[src/rtl/ldw_pkg.sv]
// Shared types and constants for the decimal LCD writer.
package ldw_pkg;

	localparam int VALUE_W      = 32;
	localparam int COLUMN_W     = 6;
	localparam int BYTE_W       = 8;
	localparam int DIGIT_W      = 4;
	localparam int MAX_DIGITS_DEF = 10;

	// HD44780 bus codes.
	localparam logic [BYTE_W-1:0] CMD_SET_ADDR = 8'h80;
	localparam logic [BYTE_W-1:0] ROW1_OFFSET  = 8'h40;
	localparam logic [BYTE_W-1:0] ASCII_ZERO   = 8'h30;

	// Shift-and-add-3 correction.
	localparam logic [DIGIT_W-1:0] DABBLE_LIMIT = 4'd5;
	localparam logic [DIGIT_W-1:0] DABBLE_ADJ   = 4'd3;

	typedef logic [DIGIT_W-1:0] digit_t;

	typedef struct packed {
		logic [VALUE_W-1:0]  value;
		logic                row;
		logic [COLUMN_W-1:0] column;
	} ldw_req_t;

	typedef struct packed {
		logic              is_data;
		logic [BYTE_W-1:0] bus_byte;
		logic              last;
	} ldw_wr_t;

	// Per-cycle command broadcast to every digit cell.
	typedef struct packed {
		logic clear;
		logic dabble;
		logic hand_down;
	} ldw_cell_ctl_t;

endpackage

[src/rtl/ldw_stream_if.sv]
// Valid/ready stream channel with a typed payload.
interface ldw_stream_if #(
	parameter type T = logic
);
	logic valid;
	logic ready;
	T     data;

	modport source (output valid, output data, input ready);
	modport sink   (input valid, input data, output ready);
endinterface

[src/rtl/ldw_digit_cell.sv]
// One BCD digit cell of the shift-and-add-3 chain.
module ldw_digit_cell import ldw_pkg::*; (
	input  logic          clk,
	input  logic          arst_n,
	input  ldw_cell_ctl_t ctl,
	input  logic          carry_in,
	input  digit_t        upper_digit,
	output logic          carry_out,
	output digit_t        digit
);

	digit_t digit_q;
	digit_t adj;

	// Add 3 when the digit would reach ten or more after the shift.
	assign adj       = (digit_q >= DABBLE_LIMIT) ? digit_q + DABBLE_ADJ : digit_q;
	assign carry_out = adj[DIGIT_W-1];
	assign digit     = digit_q;

	// Shift a bit in from below, or take the digit from the cell above.
	always_ff @(posedge clk or negedge arst_n) begin
		if (!arst_n) begin
			digit_q <= '0;
		end else if (ctl.clear) begin
			digit_q <= '0;
		end else if (ctl.dabble) begin
			digit_q <= {adj[DIGIT_W-2:0], carry_in};
		end else if (ctl.hand_down) begin
			digit_q <= upper_digit;
		end
	end

endmodule

[src/rtl/lcd_decimal_integer_writer_unit.sv]
// Top level: binary to decimal conversion and LCD bus write sequencing.
//
//  channel | dir | payload                          | handshake
//  num     | in  | value[31:0], row, column[5:0]    | valid/ready
//  bus     | out | is_data, bus_byte[7:0], last     | valid/ready
//
// One value is accepted, converted through the digit-cell chain (one bit
// per cycle), then its digit count is found, then each digit is written
// as an address command followed by its character. A stalled output
// holds its beat in the output register and pauses the sequencer. Reset
// clears the sequencer and the output valid; no clearing pass is needed.
module lcd_decimal_integer_writer_unit import ldw_pkg::*; #(
	parameter int MAX_DIGITS = MAX_DIGITS_DEF
) (
	input  logic         clk,
	input  logic         arst_n,
	ldw_stream_if.sink   num,
	ldw_stream_if.source bus
);

	localparam int CNT_W = $clog2(MAX_DIGITS + 1);
	localparam int BIT_W = $clog2(VALUE_W);

	typedef enum logic [4:0] {
		ST_IDLE  = 5'b00001,
		ST_CONV  = 5'b00010,
		ST_COUNT = 5'b00100,
		ST_CMD   = 5'b01000,
		ST_DATA  = 5'b10000
	} state_t;

	state_t             state_q;
	logic [VALUE_W-1:0] value_q;
	logic [BYTE_W-1:0]  base_q;
	logic [BIT_W-1:0]   bit_cnt_q;
	logic               ovf_q;
	logic [CNT_W-1:0]   rem_q;
	logic [CNT_W-1:0]   count;
	logic               bus_valid_q;
	ldw_wr_t            bus_data_q;

	ldw_cell_ctl_t      cell_ctl;
	logic [MAX_DIGITS:0]   carry;
	digit_t             digits [MAX_DIGITS];
	digit_t             uppers [MAX_DIGITS];

	logic accept;
	logic out_free;
	logic emit;

	assign accept   = num.valid && num.ready;
	assign num.ready = (state_q == ST_IDLE);
	assign out_free = !bus_valid_q || bus.ready;
	assign emit     = out_free && ((state_q == ST_CMD) || (state_q == ST_DATA));

	assign bus.valid = bus_valid_q;
	assign bus.data  = bus_data_q;

	// Cell commands.
	always_comb begin
		cell_ctl.clear     = accept;
		cell_ctl.dabble    = (state_q == ST_CONV);
		cell_ctl.hand_down = emit && (state_q == ST_DATA);
	end

	// Chain of digit cells, least significant at index 0.
	assign carry[0] = value_q[VALUE_W-1];
	for (genvar k = 0; k < MAX_DIGITS; k++) begin : g_cell
		if (k == MAX_DIGITS - 1) begin : g_top
			assign uppers[k] = '0;
		end else begin : g_mid
			assign uppers[k] = digits[k+1];
		end
		ldw_digit_cell u_cell (
			.clk         (clk),
			.arst_n      (arst_n),
			.ctl         (cell_ctl),
			.carry_in    (carry[k]),
			.upper_digit (uppers[k]),
			.carry_out   (carry[k+1]),
			.digit       (digits[k])
		);
	end

	// Digit count: highest nonzero digit, at least one, all cells on overflow.
	always_comb begin
		count = CNT_W'(1);
		for (int k = 0; k < MAX_DIGITS; k++) begin
			if (digits[k] != '0) begin
				count = CNT_W'(k + 1);
			end
		end
		if (ovf_q) begin
			count = CNT_W'(MAX_DIGITS);
		end
	end

	// Sequencer.
	always_ff @(posedge clk or negedge arst_n) begin
		if (!arst_n) begin
			state_q   <= ST_IDLE;
			bit_cnt_q <= '0;
			ovf_q     <= 1'b0;
			rem_q     <= '0;
		end else begin
			unique case (state_q)
				ST_IDLE: begin
					if (accept) begin
						bit_cnt_q <= '0;
						ovf_q     <= 1'b0;
						state_q   <= ST_CONV;
					end
				end
				ST_CONV: begin
					bit_cnt_q <= bit_cnt_q + 1'b1;
					ovf_q     <= ovf_q | carry[MAX_DIGITS];
					if (bit_cnt_q == BIT_W'(VALUE_W - 1)) begin
						state_q <= ST_COUNT;
					end
				end
				ST_COUNT: begin
					rem_q   <= count;
					state_q <= ST_CMD;
				end
				ST_CMD: begin
					if (out_free) begin
						state_q <= ST_DATA;
					end
				end
				ST_DATA: begin
					if (out_free) begin
						rem_q   <= rem_q - 1'b1;
						state_q <= (rem_q == CNT_W'(1)) ? ST_IDLE : ST_CMD;
					end
				end
				default: begin
					state_q <= ST_IDLE;
				end
			endcase
		end
	end

	// Input value shift register and address base.
	always_ff @(posedge clk) begin
		if (accept) begin
			value_q <= num.data.value;
			base_q  <= CMD_SET_ADDR + (num.data.row ? ROW1_OFFSET : '0)
				+ BYTE_W'(num.data.column);
		end else if (state_q == ST_CONV) begin
			value_q <= {value_q[VALUE_W-2:0], 1'b0};
		end
	end

	// Output register: holds a beat until the sink takes it.
	always_ff @(posedge clk or negedge arst_n) begin
		if (!arst_n) begin
			bus_valid_q <= 1'b0;
		end else if (emit) begin
			bus_valid_q <= 1'b1;
		end else if (bus.ready) begin
			bus_valid_q <= 1'b0;
		end
	end

	always_ff @(posedge clk) begin
		if (emit) begin
			if (state_q == ST_CMD) begin
				bus_data_q.is_data  <= 1'b0;
				bus_data_q.bus_byte <= base_q + BYTE_W'(rem_q - 1'b1);
				bus_data_q.last     <= 1'b0;
			end else begin
				bus_data_q.is_data  <= 1'b1;
				bus_data_q.bus_byte <= ASCII_ZERO + BYTE_W'(digits[0]);
				bus_data_q.last     <= (rem_q == CNT_W'(1));
			end
		end
	end

endmodule

[src/flat_wrapper.sv]
// flat-port wrapper written by rule: the top's interface ports become plain ports
module lcd_decimal_integer_writer_unit_flat import ldw_pkg::*;
#(
	parameter int MAX_DIGITS = MAX_DIGITS_DEF
)
  (clk, arst_n, num_valid, num_data, num_ready, bus_valid, bus_data, bus_ready);
  ldw_stream_if #(.T(ldw_req_t)) num_i ();
  ldw_stream_if #(.T(ldw_wr_t)) bus_i ();
  input  logic clk;
  input  logic arst_n;
  input wire logic [$bits(num_i.valid)-1:0] num_valid;
  input wire logic [$bits(num_i.data)-1:0] num_data;
  output wire logic [$bits(num_i.ready)-1:0] num_ready;
  output wire logic [$bits(bus_i.valid)-1:0] bus_valid;
  output wire logic [$bits(bus_i.data)-1:0] bus_data;
  input wire logic [$bits(bus_i.ready)-1:0] bus_ready;
  assign num_i.valid = num_valid;
  assign num_i.data = num_data;
  assign num_ready = num_i.ready;
  assign bus_valid = bus_i.valid;
  assign bus_data = bus_i.data;
  assign bus_i.ready = bus_ready;
  lcd_decimal_integer_writer_unit #(.MAX_DIGITS(MAX_DIGITS)) u_core (.clk(clk), .arst_n(arst_n), .num(num_i), .bus(bus_i));
endmodule
[config.mk]
export PLATFORM = sky130hd
export DESIGN_NAME = lcd_decimal_integer_writer_unit_flat
export DESIGN_NICKNAME = d
export VERILOG_FILES = /design/src/rtl/ldw_pkg.sv /design/src/rtl/ldw_stream_if.sv /design/src/rtl/ldw_digit_cell.sv /design/src/rtl/lcd_decimal_integer_writer_unit.sv /design/src/flat_wrapper.sv
export SDC_FILE = /design/constraint.sdc
export NUM_CORES = 1
export LEC_CHECK = 0
export BUFFER_PORTS_ARGS = -buffer_cell sky130_fd_sc_hd__buf_2
export CAP_MARGIN = 30
export CORE_AREA = 5 5 123 125
export CTS_BUF_LIST = sky130_fd_sc_hd__clkbuf_8
export DETAILED_ROUTE_END_ITERATION = 10
export DIE_AREA = 0 0 128 130
export GPL_TIMING_DRIVEN = 1
export PLACE_DENSITY = 0.72
export SLEW_MARGIN = 20
export SYNTH_ARGS = -nofsm -noshare
export SYNTH_HDL_FRONTEND = slang
export SYNTH_HIERARCHICAL = 1
export SYNTH_SLANG_ARGS = --single-unit
[constraint.sdc]
create_clock -name clk -period 7.9 [get_ports clk]
set_input_delay 1.58 -clock clk [delete_from_list [all_inputs] [get_ports clk]]
set_output_delay 1.58 -clock clk [all_outputs]
set_load 0.03 [all_outputs]
* Word-level counts from Yosys, hierarchy flattened
Cells that the tools add are included.
** Storage, ports and cells
- Bits in registers :: 106
- Input bits :: 43
- Word-level logic and storage cells :: 150
- Output and inout bits :: 12
** Operators by class
- Bitwise logic cells :: 1
- Magnitude comparators :: 10
- Equality and inequality tests :: 11
- Reductions and logical operators :: 23
- Muxes and demuxes :: 68
- Add/sub/neg operators :: 17
** Operators with widths (number)
- two-way mux 4 bit :: 46
- two-way mux 32 bit :: 2
- adder 4 x 2 -> 4 bit, second input constant :: 10
- >= comparator 4 x 3 -> 1 bit, second input constant :: 10
- nonzero test 4 bit :: 9
- two-way mux 5 bit :: 5
- case mux 5 bit (5 select lines) :: 1
- two-way mux 3 bit :: 4
- == test 5 bit, second input constant :: 2
- two-way mux 10 bit :: 1
- case mux 5 bit (2 select lines) :: 1
- adder 8 x 6 -> 8 bit :: 1
- adder 8 bit :: 1
- adder 8 bit, first input constant :: 1
- case mux 4 bit (2 select lines) :: 1
- nonzero test 2 bit :: 4
- adder 6 x 4 -> 7 bit, first input constant :: 1
- two-way mux 7 bit :: 1
- adder 5 x 1 -> 5 bit, second input constant :: 1
- == test 5 x 1 -> 1 bit, second input constant :: 1
- == test 5 x 2 -> 1 bit, second input constant :: 1
- == test 5 x 3 -> 1 bit, second input constant :: 1
- == test 5 x 4 -> 1 bit, second input constant :: 1
- subtractor 4 x 1 -> 5 bit, second input constant :: 1
- 14 further kinds :: 23

* Depth between registers and ports, before layout
- Depth after elaboration :: 12
- Gate-level depth with buffers :: 9

* Hierarchy
Netlist, hierarchy kept.
** By module, submodules not included
- ldw_digit_cell :: cells an instance 39, times used 10, area each 344.1 um2
- lcd_decimal_integer_writer_unit :: cells an instance 324, times used 1, area each 3326.9 um2

* Least setup slack after synthesis
OpenSTA, ideal clock, no wires.
- Path kind :: input to register
- From :: input bus_ready
- To :: register u_core.g_cell[0].u_cell.digit_q[0]
- Required time :: 7.734 ns
- Path buffers :: 0
- Arrival :: 4.473 ns
- Cell stages on the path :: 5
- Setup slack :: 3.261 ns
- Cells stage by stage :: nor2b_1 nor2_1 mux2_2 mux2i_1 nor2_1
** RTL lines
- start: declaration :: RTL line flat_wrapper.sv:16 : input wire logic [$bits(bus_i.ready)-1:0] bus_ready;
- end signal: assignment :: RTL line ldw_digit_cell.sv:27 : digit_q <= {adj[DIGIT_W-2:0], carry_in};
- end signal: assignment :: RTL line ldw_digit_cell.sv:29 : digit_q <= upper_digit;
- end: declaration :: RTL line ldw_digit_cell.sv:12 : digit_t digit_q;

* Worst setup path after layout
- From :: input num_valid
- To :: register u_core.g_cell[3].u_cell.digit_q[2]
** Between the ends
- Word-level cells in the longest chain between the ends :: 2
- Elaborated cells between the ends (all ways) :: 3
- Those cells by class :: 1 x mux; 2 x reduce/logical
** RTL lines
- start: declaration :: RTL line flat_wrapper.sv:11 : input wire logic [$bits(num_i.valid)-1:0] num_valid;
- logical AND 1 bit (*) :: RTL line lcd_decimal_integer_writer_unit.sv:51 : assign accept = num.valid && num.ready;
- nonzero test 3 bit (no line) / two-way mux 4 bit (equally long branches)
- end signal: assignment :: RTL line ldw_digit_cell.sv:27
- end signal: assignment :: RTL line ldw_digit_cell.sv:29
- end: declaration :: RTL line ldw_digit_cell.sv:12
Every way passes the cells marked *; elsewhere a longest branch is shown, timed or not.
A chain may end at the register's enable or synchronous reset.

==> reports/qor.csv <==
stage;metric;value;unit
clock_network;post_cts_buffers;0;
synthesis;synth_compound_area_share;14.0;%
final_layout;syn_to_final_growth;7.60;%
timing;rsz0062_at_grt;no;
clock_network;clk_root_buffer_cell;clkbuf_8;
routing;routedWlPerCell;15.1;µm
timing;hold_viol;0;
timing;slew_headroom;39.5;%
power;vdd.ir_drop.worst;0.000222;V
routing;antenna_left;0;
global_routing;grt_max_degree;112;
power;seqPwrFrac;44.7;%
synthesis;ys_seq_elements;105;
global_routing;grt_pass1_vias;5279;
power;power_frac_comb;37.5;%
synthesis;synthTopCellsByArea;edfxtp_1, dfrtp_1, nand2_1;
timing;fin_tns_setup;0;ns
synthesis;synth_edf_count;49;
clock_network;clock_latency;0.39;ns
clock_network;cts_resized;0;
clock_network;cts_inserted_buffers;9;
timing;layout_min_cycle_time;3.42;ns
worst_hold_path;hp-class;reg -> reg;
routing;drcViolationCount;0;
synthesis;synth_top_family_by_area;simple AND/OR/NAND/NOR gates;
worst_setup_path;cp-end-kind;register;
die;num_rows;43;
worst_setup_path;cp_max_fo;92;
power;clkPwrFrac;17.8;%
timing;worstMarginPinSlew;0.908;ns
power;switching_share;38.7;%
timing;fin_skew;0.0114;ns
synthesis;synthDistinctLibCells;59;
die;die_w;128;µm
power;p_int;1.10;mW
synthesis;synth.yosys.seq_area_share;42.5;%
clock_network;postCtsHoldBufs;0;
global_routing;track_usage;17.5;%
placement;portBuffers;54;
clock_network;cts_max_level;3;
synthesis;synth_top_area_share;21.7;%
routing;vias;5346;
final_layout;seqCellArea;2870;µm²
placement;place.gp.congestion;0.863;
outcome;status;finished clean;
die;start_util;49.1;%
synthesis;synth_ff_type;dfrtp_1;
clock_network;clk_pin_slew;0.10;ns
routing;dr.pass1.iters;5;
global_routing;grt_pass1_wl;24.1;mm
clock_network;clk_path_buf_depth;2;
clock_network;cts_tree;built;
routing;routed_wl;14.4;mm
synthesis;syn_inst;714;
global_routing;overflow;0;
routing;vias_per_cell;5.61;
final_layout;fillers;1264;
timing;min_period_over_period;43.3;%
die;num_io_pins;55;
final_layout;multiInputGateArea;3480;µm²
final_layout;n_antenna_cell;0;
synthesis;synth_mux_area_share;7.45;%
die;fp.dieArea;16600;µm²
final_layout;drive_above_1_share;12.9;%
power;switching_power;0.696;mW
routing;first_iter_violations;337;
timing;final.setup.worst_slack;4.48;ns
job;drv_cap;0;
die;placeableCoreArea;13800;µm²
timing;fmax;292;MHz
synthesis;synthAdderAreaFrac;6.03;%
synthesis;synth-xor-area-share;0.647;%
timing;setup_violations;0;
global_routing;antenna_found_initial;0;
placement;dp_hpwl;9.67;mm
synthesis;syn_area_per_cell;9.48;µm²
worst_setup_path;crit_path_start_kind;input port;
placement;pre_cts_slack;4.11;ns
final_layout;nNetsFinal;843;
power;power_density;247;nW/µm²
synthesis;synth_simple_gate_area_share;23.0;%
power;p_leak;2.98;nW
clock_network;cts_sinks;105;
worst_setup_path;arrival;3.72;ns
worst_setup_path;required;8.20;ns
die;dieHeight;130;µm
synthesis;synthArstFlopShare;53.3;%
timing;slew_violations;0;
synthesis;ys.warnings.count;6;
synthesis;syn_area;6770;µm²
worst_setup_path;critical_path_class;in -> reg;
synthesis;yosysTopAreaCell;edfxtp_1;
[cell usage after synthesis, types with 3 or more instances]
cell and instances:
nand3_1 14, nand2_1 133, clkbuf_1 6, o2111ai_1 20
o21ai_0 32, a31oi_1 13, dfrtp_1 55, nor3b_1 10
nand4_1 3, nor2_1 52, nand3b_1 12, edfxtp_1 49
inv_1 44, buf_2 4, xor2_1 3, a21oi_1 9
a21o_1 12, nor4_1 5, ha_1 31, mux2i_1 35
nor3_1 16, nand2b_1 5, or4_1 5, a211oi_1 5
o211ai_1 21, buf_12 10, or3_1 21, mux2_2 11
o21a_1 11, nor2b_1 31
[power by group through the flow]
stage	Combinational, mW	Clock (mW)	Sequential, mW
2_1_floorplan	0.570	0	0.799
5_1_grt	0.759	0.353	0.815
6_report	0.675	0.320	0.804
3_3_place_gp	0.635	0	0.810
4_1_cts	0.667	0.333	0.804
3_5_place_dp	0.663	0	0.816
[cells in the final DEF (no fill, tap or decap), types with 4 or more instances in the layout]
cell / count
inv_1: 45
nand2_1: 133
clkbuf_8: 9
o21a_1: 11
buf_2: 54
o21ai_0: 32
mux2i_1: 35
nand3_1: 14
dfrtp_1: 55
buf_4: 6
ha_1: 31
or3_1: 21
nor3_1: 16
o211ai_1: 21
mux2_2: 11
nor2b_1: 31
nor4_1: 5
a21oi_1: 9
edfxtp_1: 49
a31oi_1: 13
a211oi_1: 5
or4_1: 5
nor3b_1: 10
conb_1: 4
o2111ai_1: 20
nand3b_1: 12
nor2_1: 51
a21o_1: 12
nand2b_1: 5
[flip-flops by register name, summed over array words and instances (netlist names)]
signal / cells
u_core/bus.valid: 1
u_core/bus.data: 10
u_core/state_q: 5
u_core/ovf_q: 1
u_core/base_q: 7
u_core/bit_cnt_q: 5
u_core/value_q: 32
u_core/g_cell.u_cell/digit: 40
u_core/rem_q: 4
[final timing paths]
| kind | from | to | slack, ns | depth (start not counted) |
|---|---|---|---|---|
| setup reg to reg | u_core/state_q[3] | u_core/g_cell[3].u_cell/digit[2] | 4.90 | 8 |
| setup / recovery | num_valid | u_core/g_cell[3].u_cell/digit[2] | 4.48 | 7 |
| hold / removal | u_core/bit_cnt_q[3] | u_core/bit_cnt_q[3] | 0.52 | 1 |
| min in group asynchronous | arst_n | u_core/g_cell[4].u_cell/digit[3] | 1.34 | 2 |
| max in group asynchronous | arst_n | u_core/rem_q[2] | 6.07 | 2 |
| hold reg to reg | u_core/bit_cnt_q[3] | u_core/bit_cnt_q[3] | 0.52 | 1 |
[per-stage QoR]
step / hold WS (ns) / cells / instance area (µm²) / total power, mW / util (%)
finish: 0.517 / 953 / 7280 / 1.80 / 52.9
global route: 0.522 / 953 / 7280 / 1.93 / 52.9
CTS: 0.517 / 952 / 7250 / 1.80 / 52.7
detailed placement: 0.503 / 936 / 7070 / 1.48 / 51.4
global placement: 0.462 / 936 / 7070 / 1.45 / 51.4
floorplan: 0.438 / 717 / 6780 / 1.37 / -
[layer usage]
layer,global-route usage (%),up-vias,routed length (µm)
met5,0,-,0
met4,6.24,0,157
met3,3.48,10,508
met2,30.1,94,7240
met1,21.9,2584,6460
li1,-,2658,-
[layout make-up]
| type | instances | area share, % |
|---|---|---|
| Clock inverter | 7 | 0.773 |
| Multi-Input combinational cell | 544 | 47.8 |
| Sequential cell | 105 | 39.5 |
| Inverter | 47 | 2.44 |
| Timing Repair Buffer | 61 | 4.71 |
| Clock buffer | 9 | 1.70 |
| Tap cell | 180 | 3.09 |
[kinds of logic (layout without fill, tap and decap cells)]
family / count (synthesis) / count (layout)
and+or+nand+nor: 319 / 319
AOI/OAI and AO/OA: 136 / 136
DFF: 105 / 105
buffers and inverters: 68 / 124
muxes: 48 / 48
adders and majority gates: 32 / 32
xor gates and xnor gates: 5 / 5
other: 1 / 4
[worst max-delay path, cell delays in order]
cell and delay (ns):
buf_2 0.12, nand4b_1 0.08, buf_4 0.35, clkinv_2 0.42
buf_4 0.51, or3_1 0.49, o211ai_1 0.10
Power figures use the tool's default switching activity.
